<file path="src/hdl/lcte_pkg.sv">
`default_nettype none

package lcte_pkg;

  // Default number of cells in the chain.
  localparam int CapacityDef = 16;

  localparam int DataW = 32;
  localparam int ExpW  = 33;
  localparam int CapW  = 5;
  localparam int CfgIdxW = 1;

  localparam logic [CapW-1:0]  CapReset = 5'd16;
  localparam logic [DataW-1:0] TtlReset = 32'd5;

  // Configuration register indexes.
  localparam logic [CfgIdxW-1:0] RegCapacity = 1'b0;
  localparam logic [CfgIdxW-1:0] RegTtl      = 1'b1;

  // Operation codes carried by the action field of a word.
  localparam logic ActGet = 1'b0;
  localparam logic ActPut = 1'b1;

  // Operation every cell performs in a given cycle.
  typedef enum logic [1:0] {
    OP_HOLD,
    OP_EXPIRE,
    OP_PACK,
    OP_SHIFT
  } cell_op_e;

  // Contents of one cell.
  typedef struct packed {
    logic              valid;
    logic [DataW-1:0]  key;
    logic [DataW-1:0]  value;
    logic [ExpW-1:0]   expiry;
  } entry_t;

  // Per-cell control word from the sequencer.
  typedef struct packed {
    cell_op_e          op;
    logic [DataW-1:0]  now;
    logic [DataW-1:0]  key;
    logic              take_prev;
    logic              allow;
  } cell_ctl_t;

endpackage

`default_nettype wire

</file>
<file path="src/hdl/lcte_cell.sv">
`default_nettype none

// One entry of the recency-ordered chain. Lower positions are more recent.
module lcte_cell (
  input  wire logic              clk_i,
  input  wire logic              rst_ni,
  input  wire lcte_pkg::cell_ctl_t ctl_i,
  input  wire lcte_pkg::entry_t  prev_i,
  input  wire lcte_pkg::entry_t  next_i,
  output lcte_pkg::entry_t       entry_o,
  output logic                   match_o
);

  logic                         valid_q, valid_d;
  logic [lcte_pkg::DataW-1:0]   key_q, key_d;
  logic [lcte_pkg::DataW-1:0]   value_q, value_d;
  logic [lcte_pkg::ExpW-1:0]    expiry_q, expiry_d;

  always_comb begin
    valid_d  = valid_q;
    key_d    = key_q;
    value_d  = value_q;
    expiry_d = expiry_q;
    case (ctl_i.op)
      lcte_pkg::OP_EXPIRE: begin
        if (valid_q && (expiry_q <= {1'b0, ctl_i.now})) begin
          valid_d = 1'b0;
        end
      end
      lcte_pkg::OP_PACK: begin
        // A live neighbor behind a hole moves up; its old place becomes the hole.
        if (!valid_q && next_i.valid) begin
          valid_d  = 1'b1;
          key_d    = next_i.key;
          value_d  = next_i.value;
          expiry_d = next_i.expiry;
        end else if (valid_q && !prev_i.valid) begin
          valid_d = 1'b0;
        end
      end
      lcte_pkg::OP_SHIFT: begin
        if (ctl_i.take_prev) begin
          valid_d  = prev_i.valid && ctl_i.allow;
          key_d    = prev_i.key;
          value_d  = prev_i.value;
          expiry_d = prev_i.expiry;
        end
      end
      default: begin
      end
    endcase
  end

  always_ff @(posedge clk_i or negedge rst_ni) begin
    if (!rst_ni) begin
      valid_q <= 1'b0;
    end else begin
      valid_q <= valid_d;
    end
  end

  always_ff @(posedge clk_i) begin
    key_q    <= key_d;
    value_q  <= value_d;
    expiry_q <= expiry_d;
  end

  assign entry_o = '{valid: valid_q, key: key_q, value: value_q, expiry: expiry_q};
  assign match_o = valid_q && (key_q == ctl_i.key);

endmodule

`default_nettype wire

</file>
<file path="src/hdl/lru_cache_with_ttl_expiry_unit.sv">
`default_nettype none

// Fully associative key/value cache with least-recently-used replacement and
// a time-to-live, built as a chain of CAPACITY cells kept in recency order
// (cell 0 is the most recent entry). A word is accepted when start is high
// and busy is low; exactly one result word follows, shown on hit_o and
// read_value_o for a single cycle while done_o is high. The receiver cannot
// stall, so the result must be captured in that cycle. Each word passes
// through these steps in order: a step that drops expired entries; packing,
// in which every live cell directly behind a hole moves one place up per
// cycle until no hole is left in front of a live entry; the parallel key
// compare; the chain shift that moves the hit or new entry to the front;
// and then the result cycle, in which the next word may already be
// accepted. A get that hits returns the stored value; every other word
// returns -1, with hit_o telling whether the key was live. The
// configuration port (capacity_in_use at index 0, time_to_live at index 1)
// may only be written while busy is low. Valid marks clear at reset; no
// clearing pass is needed.
module lru_cache_with_ttl_expiry_unit #(
  parameter int CAPACITY = lcte_pkg::CapacityDef
) (
  input  wire logic                                clk_i,
  input  wire logic                                rst_ni,
  input  wire logic                                start,
  output logic                                     busy,
  input  wire logic                                action_i,
  input  wire logic signed [lcte_pkg::DataW-1:0]   lookup_key_i,
  input  wire logic signed [lcte_pkg::DataW-1:0]   write_value_i,
  input  wire logic        [lcte_pkg::DataW-1:0]   current_time_i,
  output logic                                     done_o,
  output logic                                     hit_o,
  output logic signed [lcte_pkg::DataW-1:0]        read_value_o,
  input  wire logic                                cfg_we_i,
  input  wire logic [lcte_pkg::CfgIdxW-1:0]        cfg_index_i,
  input  wire logic [lcte_pkg::DataW-1:0]          cfg_wdata_i
);

  localparam int IdxW = (CAPACITY > 1) ? $clog2(CAPACITY) : 1;
  localparam int CntW = $clog2(CAPACITY + 1);
  // Common width for comparing the capacity register against cell positions.
  localparam int MixW = (CntW > lcte_pkg::CapW) ? CntW : lcte_pkg::CapW;

  typedef enum logic [2:0] {
    ST_IDLE,
    ST_EXPIRE,
    ST_PACK,
    ST_LOOKUP,
    ST_UPDATE
  } state_e;

  state_e state_q;

  // Configuration registers.
  logic [lcte_pkg::CapW-1:0]  cap_q;
  logic [lcte_pkg::DataW-1:0] ttl_q;

  always_ff @(posedge clk_i or negedge rst_ni) begin
    if (!rst_ni) begin
      cap_q <= lcte_pkg::CapReset;
      ttl_q <= lcte_pkg::TtlReset;
    end else if (cfg_we_i) begin
      case (cfg_index_i)
        lcte_pkg::RegCapacity: cap_q <= cfg_wdata_i[lcte_pkg::CapW-1:0];
        lcte_pkg::RegTtl:      ttl_q <= cfg_wdata_i;
        default: begin
        end
      endcase
    end
  end

  // Zero acts as one, anything above the chain length as the chain length.
  logic [MixW-1:0] cap_eff;
  always_comb begin
    if (cap_q == '0) begin
      cap_eff = MixW'(1);
    end else if (MixW'(cap_q) > MixW'(CAPACITY)) begin
      cap_eff = MixW'(CAPACITY);
    end else begin
      cap_eff = MixW'(cap_q);
    end
  end

  // Word being served.
  logic                       act_q;
  logic [lcte_pkg::DataW-1:0] key_q;
  logic [lcte_pkg::DataW-1:0] wval_q;
  logic [lcte_pkg::DataW-1:0] now_q;

  always_ff @(posedge clk_i) begin
    if (start && !busy) begin
      act_q  <= action_i;
      key_q  <= lookup_key_i;
      wval_q <= write_value_i;
      now_q  <= current_time_i;
    end
  end

  logic is_put;
  assign is_put = (act_q == lcte_pkg::ActPut);

  // Lookup results, captured in the compare cycle.
  logic                       lk_hit_q;
  logic [IdxW-1:0]            lk_idx_q;
  logic [lcte_pkg::DataW-1:0] lk_val_q;
  logic [lcte_pkg::ExpW-1:0]  lk_exp_q;

  // The chain.
  lcte_pkg::entry_t    entries [CAPACITY];
  lcte_pkg::cell_ctl_t ctls    [CAPACITY];
  logic [CAPACITY-1:0] match;
  lcte_pkg::entry_t    head;
  lcte_pkg::entry_t    empty_entry;

  logic [lcte_pkg::ExpW-1:0] exp_new;
  assign exp_new = {1'b0, now_q} + {1'b0, ttl_q};

  assign empty_entry = '{valid: 1'b0, key: '0, value: '0, expiry: '0};

  // Word entering cell 0 on a shift: the hit entry or the new entry.
  assign head = '{valid: 1'b1,
                  key: key_q,
                  value: is_put ? wval_q : lk_val_q,
                  expiry: is_put ? exp_new : lk_exp_q};

  logic do_shift;
  logic limit_on;
  logic [IdxW-1:0] bound;
  lcte_pkg::cell_op_e op;

  assign do_shift = lk_hit_q || is_put;
  // A put that misses shifts the whole chain and trims it to the capacity.
  assign limit_on = !lk_hit_q;
  assign bound    = lk_hit_q ? lk_idx_q : IdxW'(CAPACITY - 1);

  always_comb begin
    case (state_q)
      ST_EXPIRE: op = lcte_pkg::OP_EXPIRE;
      ST_PACK:   op = lcte_pkg::OP_PACK;
      ST_UPDATE: op = do_shift ? lcte_pkg::OP_SHIFT : lcte_pkg::OP_HOLD;
      default:   op = lcte_pkg::OP_HOLD;
    endcase
  end

  for (genvar i = 0; i < CAPACITY; i++) begin : g_cell
    lcte_pkg::entry_t prev_e;
    lcte_pkg::entry_t next_e;

    if (i == 0) begin : g_first
      assign prev_e = head;
    end else begin : g_mid
      assign prev_e = entries[i-1];
    end

    if (i == CAPACITY - 1) begin : g_last
      assign next_e = empty_entry;
    end else begin : g_inner
      assign next_e = entries[i+1];
    end

    assign ctls[i] = '{op: op,
                       now: now_q,
                       key: key_q,
                       take_prev: (IdxW'(i) <= bound),
                       allow: !limit_on || (MixW'(i) < cap_eff)};

    lcte_cell u_cell (
      .clk_i   (clk_i),
      .rst_ni  (rst_ni),
      .ctl_i   (ctls[i]),
      .prev_i  (prev_e),
      .next_i  (next_e),
      .entry_o (entries[i]),
      .match_o (match[i])
    );
  end

  // A hole in front of a live entry means the chain is not packed yet.
  logic gap;
  always_comb begin
    gap = 1'b0;
    for (int i = 0; i < CAPACITY - 1; i++) begin
      gap = gap | (!entries[i].valid && entries[i+1].valid);
    end
  end

  // Live keys are unique, so at most one cell matches and an OR selects it.
  logic                       hit_c;
  logic [IdxW-1:0]            idx_c;
  logic [lcte_pkg::DataW-1:0] val_c;
  logic [lcte_pkg::ExpW-1:0]  exp_c;
  always_comb begin
    hit_c = 1'b0;
    idx_c = '0;
    val_c = '0;
    exp_c = '0;
    for (int i = 0; i < CAPACITY; i++) begin
      if (match[i]) begin
        hit_c = 1'b1;
        idx_c = idx_c | IdxW'(i);
        val_c = val_c | entries[i].value;
        exp_c = exp_c | entries[i].expiry;
      end
    end
  end

  always_ff @(posedge clk_i) begin
    if (state_q == ST_LOOKUP) begin
      lk_hit_q <= hit_c;
      lk_idx_q <= idx_c;
      lk_val_q <= val_c;
      lk_exp_q <= exp_c;
    end
  end

  // Sequencer and result registers.
  always_ff @(posedge clk_i or negedge rst_ni) begin
    if (!rst_ni) begin
      state_q      <= ST_IDLE;
      done_o       <= 1'b0;
      hit_o        <= 1'b0;
      read_value_o <= '0;
    end else begin
      done_o <= 1'b0;
      case (state_q)
        ST_IDLE: begin
          if (start) begin
            state_q <= ST_EXPIRE;
          end
        end
        ST_EXPIRE: begin
          state_q <= ST_PACK;
        end
        ST_PACK: begin
          if (!gap) begin
            state_q <= ST_LOOKUP;
          end
        end
        ST_LOOKUP: begin
          state_q <= ST_UPDATE;
        end
        ST_UPDATE: begin
          done_o       <= 1'b1;
          hit_o        <= lk_hit_q;
          read_value_o <= (!is_put && lk_hit_q) ? lk_val_q : '1;
          state_q      <= ST_IDLE;
        end
        default: begin
          state_q <= ST_IDLE;
        end
      endcase
    end
  end

  assign busy = (state_q != ST_IDLE);

  // Between words the live entries always sit packed at the front.
  a_packed_when_idle: assert property (@(posedge clk_i) disable iff (!rst_ni)
    (state_q == ST_IDLE) |-> !gap)
    else $error("live entries not packed while idle");

  // An accepted word always starts the sequence.
  a_start_goes_busy: assert property (@(posedge clk_i) disable iff (!rst_ni)
    (start && !busy) |=> (state_q == ST_EXPIRE))
    else $error("accepted word did not start the sequence");

  // A result is only produced after the update cycle, and for one cycle.
  a_done_after_update: assert property (@(posedge clk_i) disable iff (!rst_ni)
    done_o |-> ($past(state_q) == ST_UPDATE) && !busy)
    else $error("result strobe outside the result cycle");

  // Only a get that hits returns something other than -1.
  a_value_on_get_hit: assert property (@(posedge clk_i) disable iff (!rst_ni)
    (done_o && (!hit_o || is_put)) |-> (read_value_o == '1))
    else $error("read value returned without a get hit");

  // At most one cell holds a given live key.
  a_single_match: assert property (@(posedge clk_i) disable iff (!rst_ni)
    (state_q == ST_LOOKUP) |-> $onehot0(match))
    else $error("duplicate live key in the chain");

endmodule

`default_nettype wire
</file>
<file path="config.mk">
export PLATFORM = sky130hd
export DESIGN_NAME = lru_cache_with_ttl_expiry_unit
export DESIGN_NICKNAME = d
export VERILOG_FILES = /design/src/hdl/lcte_pkg.sv /design/src/hdl/lcte_cell.sv /design/src/hdl/lru_cache_with_ttl_expiry_unit.sv
export SDC_FILE = /design/constraint.sdc
export NUM_CORES = 2
export LEC_CHECK = 0
export BUFFER_PORTS_ARGS = -buffer_cell sky130_fd_sc_hd__clkbuf_2
export CORE_ASPECT_RATIO = 0.75
export CORE_MARGIN = 2
export CORE_UTILIZATION = 44
export CTS_BUF_LIST = sky130_fd_sc_hd__clkbuf_4 sky130_fd_sc_hd__clkbuf_8 sky130_fd_sc_hd__clkbuf_16
export CTS_CLUSTER_SIZE = 28
export DETAILED_ROUTE_END_ITERATION = 10
export PLACE_DENSITY = 0.7
export SYNTH_ARGS = -nofsm -noshare
export SYNTH_HDL_FRONTEND = slang
export SYNTH_HIERARCHICAL = 1
export SYNTH_SLANG_ARGS = --single-unit
</file>
<file path="constraint.sdc">
create_clock -name clk_i -period 8.7 [get_ports clk_i]
set_input_delay 0.87 -clock clk_i [delete_from_list [all_inputs] [get_ports clk_i]]
set_output_delay 0.87 -clock clk_i [all_outputs]
set_load 0.01 [all_outputs]
</file>
# [Word level (Yosys, flattened, before mapping)]
# Cells that the tools add are included.
[totals] register_bits=1809 inputBits=134 word_cells=673
[op_classes] n_eq_ne=86 n_lt_le_gt_ge=49 mux=269 addsub=1 n_bitwise=45 n_reduce_logical=142
[ops] op="$mux 32" n=78
[ops] op="$pmux 32 s2" n=30
[ops] op="$mux 33" n=47
[ops] op="$pmux 33 s2" n=15
[ops] op="$le 33x32->1" n=16
[ops] op="$eq 32x32->1" n=16
[ops] op="$or 33x33->33" n=15
[ops] op="$or 32x32->32" n=15
[ops] op="$mux 1" n=67
[ops] op="$ne 2x2->1 const B" n=33
[ops] op="$logic_and 1x1->1" n=64
[ops] op="$reduce_and 4->1" n=16
[ops] op="$pmux 1 s3" n=16
[ops] op="$reduce_and 3->1" n=15
[ops] op="$ne 3x3->1 const B" n=14
[ops] op="$lt 4x5->1 const A" n=8
[ops] op="$add 32x32->33" n=1
[ops] op="$le 4x4->1 const A" n=8
[ops] op="$ne 2x1->1 const B" n=16
[ops] op="$lt 3x5->1 const A" n=4
[ops] op="$mux 3" n=6
[ops] op="$logic_not 1->1" n=17
[ops] op="$logic_or 1x1->1" n=17
[ops] op="$le 3x4->1 const A" n=4
[ops] op="26 further kinds" n=54

# [Depth between registers and ports, before layout]
[logic_depth] depth_word=33 ltp_mapped=11 mapped_depth_nobuf=11

# [Cells and area by module]
# The synthesis kept the hierarchy.
[modules_own_cells] mod="lcte_cell at g_cell[0].u_cell ..." area_each_um2=5347.6 cells_per_inst=375 instances=13 seq_area_each_um2=2937.8
[modules_own_cells] mod="lru_cache_with_ttl_expiry_unit" area_each_um2=16309.4 cells_per_inst=1555 instances=1 seq_area_each_um2=6870.3
[modules_own_cells] mod="lcte_cell at g_cell[7].u_cell ..." area_each_um2=5361.4 cells_per_inst=375 instances=3 seq_area_each_um2=2937.8

# [Worst setup path before layout]
# OpenSTA, ideal clock, no wires.
[synth_path] path_kind="input to register" startpoint="input start" endpoint="register act_q, enable pin" required_ps=8029 setup_slack_ps=542 arrival_ps=7486 setup_time_ps=671 cell_stages=2 path_cell_list="nand2_1 -> nor3_1"
[synth_via] elab_chain_cells=1
[synth_rtl] element="from (decl)" line_no="lru_cache_with_ttl_expiry_unit.sv:24" source="input wire logic start,"
[synth_rtl] element="$logic_and 1x1->1" line_no="lru_cache_with_ttl_expiry_unit.sv:90" source="if (start && !busy) begin"
[synth_rtl] element="to (signal assigned)" line_no="lru_cache_with_ttl_expiry_unit.sv:91" source="act_q <= action_i;"
[synth_rtl] element="to (decl)" line_no="lru_cache_with_ttl_expiry_unit.sv:84" source="logic act_q;"
# Every way passes these cells.
# A chain may end at the register's enable or synchronous reset.

==> impl_metrics.env <==
export IMPL_internal_power_uw=22750
export IMPL_synth_top_cells_by_area="sky130_fd_sc_hd__edfxtp_1, sky130_fd_sc_hd__mux2_2, sky130_fd_sc_hd__ha_1"
export IMPL_postSynthAreaPerCell_um2=13.49
export IMPL_starting_density_of_the_core_pct=44.40
export IMPL_wire_per_inst_um=32.10
export IMPL_dp_cells=10710
export IMPL_dpl_cell_area_um2=106600
export IMPL_grt_overflow_total=0
export IMPL_synth_area_leader_cell="sky130_fd_sc_hd__edfxtp_1"
export IMPL_synth_seq_cells=1809
export IMPL_post_route_period_util_pct=56.59
export IMPL_tns_ps=0
export IMPL_filler_cell_count=19680
export IMPL_cts_clk_slew_worst_paths_ps=70
export IMPL_ctsRootBufferMaster="sky130_fd_sc_hd__clkbuf_16"
export IMPL_setup_violations_final=0
export IMPL_cts_buffers=191
export IMPL_holdCritStartpoint="current_time_i[26]"
export IMPL_yosysWarningCount=6
export IMPL_syn_instance_count=7555
export IMPL_min_delay_path_class="input pin to register"
export IMPL_stdcell_count=11050
export IMPL_fin_nets=8499
export IMPL_clock_path_buffers=4
export IMPL_place_gp_congestion=0.9790
export IMPL_finalClockSkew_ps=103.8
export IMPL_hold_path_depth=1
export IMPL_crit_reg2reg_launch="act_q"
export IMPL_violations_in_the_final_reports="max-capacitance violations, max-slew violations"
export IMPL_power_density_cell_area_nw_per_um2=321.6
export IMPL_number_of_max_slew_violations_in_the_final_report=2
export IMPL_route_final_wire_length_um=354600
export IMPL_dieArea_um2=235500
export IMPL_total_leakage_power_uw=0.04169
export IMPL_clock_sink_count=1809
export IMPL_areaGrowthSynthToFinish_pct=10.70
export IMPL_sw_frac_of_total_pct=37.29
export IMPL_grt_first_pass_wirelength_um=501700
export IMPL_slowest_library_cell_on_the_worst_path="sky130_fd_sc_hd__buf_4"
export IMPL_drive_above_1_share_pct=29.36
export IMPL_comb_power_share_pct=33.6
export IMPL_top_area_cell_type_share_of_the_netlist_area_pct=50.65
export IMPL_p_sw_uw=13530
export IMPL_clock_insertion_delay_worst_skew_ps=880
export IMPL_timing_final_hold_violations=0
export IMPL_regToRegSetupSlack_ps=3780
export IMPL_seqCellArea_um2=53880
export IMPL_core_area_um2=229600
export IMPL_antenna_found_initial=6
export IMPL_worst_setup_path_type="register to register"
export IMPL_setup_ws_ps=3777
export IMPL_path_depth=8
export IMPL_layout_commonest_cell="sky130_fd_sc_hd__edfxtp_1"
export IMPL_cts_htree_levels=4
export IMPL_vdd_drop_max_mv=0.3168
export IMPL_grt_max_degree=97
export IMPL_timing_critical_path_required_ps=9140
export IMPL_cp_most_frequent_cell="sky130_fd_sc_hd__buf_4"
export IMPL_synth_sequential_area_ratio_pct=52.86
export IMPL_dp_hpwl_um=233000
export IMPL_hold_buffers=1
export IMPL_cp_cell_sequence="buf_4 > o211ai_1 > a21oi_4 > buf_4 > nand2_1 > o21ai_0 > and2_4 > buf_4"
export IMPL_slowest_delay_ps=990
export IMPL_final_core_util_pct=49.15
export IMPL_share_clk_of_total_power_pct=23.0
export IMPL_multiInputGateArea_um2=45040
export IMPL_antenna_left=0
export IMPL_place_port_buffers=168
export IMPL_syn_cell_area_um2=101900
export IMPL_max_freq_ghz=0.2031
export IMPL_drt_pass1_iter_count=6
export IMPL_post_cts_repair_setup_buffers=0
export IMPL_floorplan_io_pins=169
export IMPL_hold_path_endpoint="now_q[26]"
export IMPL_finalInstanceArea_um2=112800
export IMPL_postSynth_topFlopCell="sky130_fd_sc_hd__edfxtp_1"
export IMPL_post_place_ws_ps=4004
export IMPL_groute_usage_overall_pct=29.05
export IMPL_seq_power_share_pct=43.4
export IMPL_post_route_drc_count=0
export IMPL_die_height_um=420.8
export IMPL_drt_initial_drc_count=11480
export IMPL_crit_buf_inv=3
export IMPL_horiz_die_dim_um=559.7
export IMPL_first_global_vias=69560
export IMPL_maxCapViolations=1
export IMPL_post_drt_via_cell_ratio=6.596
export IMPL_cts_tree="yes"
export IMPL_num_rows=152
export IMPL_slew_headroom_pct=-5.224
export IMPL_worstMarginPinSlew_ps=1539
export IMPL_layout_cells_most_common_list="sky130_fd_sc_hd__edfxtp_1, sky130_fd_sc_hd__mux2_2, sky130_fd_sc_hd__inv_1"
export IMPL_start_kind="register"
export IMPL_reg2reg_depth=8
export IMPL_timing_rr_end="g_cell[9].u_cell/expiry_q[17]"
export IMPL_endpoint_kind="register"
export IMPL_asr_flop_ratio_synth_pct=4.975
export IMPL_outcome="finished with violations"
export IMPL_num_vias=72870
export IMPL_post_synth_num_cell_types=78
export IMPL_timing_critical_path_fanout_max=96
export IMPL_rsz0062_at_grt="no"
export IMPL_critical_path_top_delay_family="buffers and inverters"
export IMPL_postCtsResizedCells=0
export IMPL_worstPathArrival_ps=5360
export IMPL_period_needed_ps=4923
export IMPL_count_of_flip_flops_with_a_built_in_enable_after_synthesis=1719
-- per-stage QoR --
stage / hold slack, ps / power, uW
after floorplan: 486.1 / 22770
after global placement: 498.3 / 27040
after detailed placement: 501.9 / 27520
after CTS: 116.9 / 35840
after global routing: 139.6 / 37470
final: 169.4 / 36280
-- state kept, by name, indices dropped and copies added (netlist names), 32 cells and up --
signal and cells:
g_cell.u_cell/expiry_q 528, g_cell.u_cell/key_q 512, g_cell.u_cell/value_q 512, key_q 32
lk_exp_q 33, lk_val_q 32, now_q 32, read_value_o 32
ttl_q 32, wval_q 32
-- synth_stat cells (17+ instances only) --
library cell	number
sky130_fd_sc_hd__a211oi_1	35
sky130_fd_sc_hd__a21o_1	59
sky130_fd_sc_hd__a21oi_1	246
sky130_fd_sc_hd__a221oi_1	278
sky130_fd_sc_hd__a22o_1	260
sky130_fd_sc_hd__a22oi_1	17
sky130_fd_sc_hd__a31oi_1	35
sky130_fd_sc_hd__and2_1	19
sky130_fd_sc_hd__and4_1	48
sky130_fd_sc_hd__buf_1	42
sky130_fd_sc_hd__buf_2	113
sky130_fd_sc_hd__buf_4	55
sky130_fd_sc_hd__clkbuf_1	101
sky130_fd_sc_hd__dfrtp_1	87
sky130_fd_sc_hd__edfxtp_1	1719
sky130_fd_sc_hd__ha_1	544
sky130_fd_sc_hd__inv_1	553
sky130_fd_sc_hd__mux2_2	1638
sky130_fd_sc_hd__nand2_1	193
sky130_fd_sc_hd__nand2b_1	55
sky130_fd_sc_hd__nand3_1	45
sky130_fd_sc_hd__nand4_1	265
sky130_fd_sc_hd__nor2_1	142
sky130_fd_sc_hd__nor3_1	47
sky130_fd_sc_hd__nor4_1	36
sky130_fd_sc_hd__o211ai_1	24
sky130_fd_sc_hd__o21ai_0	125
sky130_fd_sc_hd__o22ai_1	17
sky130_fd_sc_hd__xnor2_1	460
sky130_fd_sc_hd__xor2_1	71
-- logic make-up (layout without fill, tap and decap cells) --
group / count (synthesis) / count (layout) / share of synthesized area (%)
buffers and inverters: 876 / 1187 / 3.650
DFF: 1809 / 1809 / 52.86
other: 2 / 104 / 0.007369
muxes: 1642 / 1642 / 18.14
xor gates and xnor gates: 531 / 531 / 4.563
adders and majority gates: 545 / 545 / 6.698
AOI/OAI and AO/OA: 1189 / 1189 / 8.509
and+or+nand+nor: 961 / 961 / 5.569
-- power by group through the flow --
stage | clock [uW] | sequential (uW) | combinational (uW)
floorplan | 0 | 14800 | 7940
global placement | 0 | 15700 | 11300
detailed placement | 0 | 15800 | 11800
CTS | 8410 | 15600 | 11800
global route | 8730 | 15900 | 12800
finish | 8340 | 15800 | 12200
-- metal layers --
metal / part of all wire (%) / up-vias / GRT usage (%)
met5: 0.0062 / - / 0
li1: - / 29750 / -
met1: 41 / 36350 / 42.04
met2: 40 / 5798 / 40.16
met3: 15 / 974 / 9.195
met4: 4.4 / 4 / 11.19
-- worst max path at each step --
stage | to | startpoint | slack, ps
after detailed placement | g_cell[10].u_cell/key_q[27] | act_q | 4000
after floorplan | act_q | start | 540
after global placement | g_cell[5].u_cell/key_q[22] | act_q | 4070
final | g_cell[9].u_cell/expiry_q[17] | act_q | 3780
after global routing | g_cell[10].u_cell/expiry_q[2] | act_q | 3720
after CTS | g_cell[10].u_cell/expiry_q[5] | act_q | 3970
-- cell type report --
type | count | area share, %
sequential | 1809 | 47.75
multi-input combinational | 4970 | 39.92
clock buffer | 243 | 4.625
tap | 3080 | 3.416
inverter | 553 | 1.840
timing repair buffer | 295 | 1.609
clock inverter | 96 | 0.8329
antenna | 2 | 0.004436
Note: power is estimated with default switching activity, not from simulation.
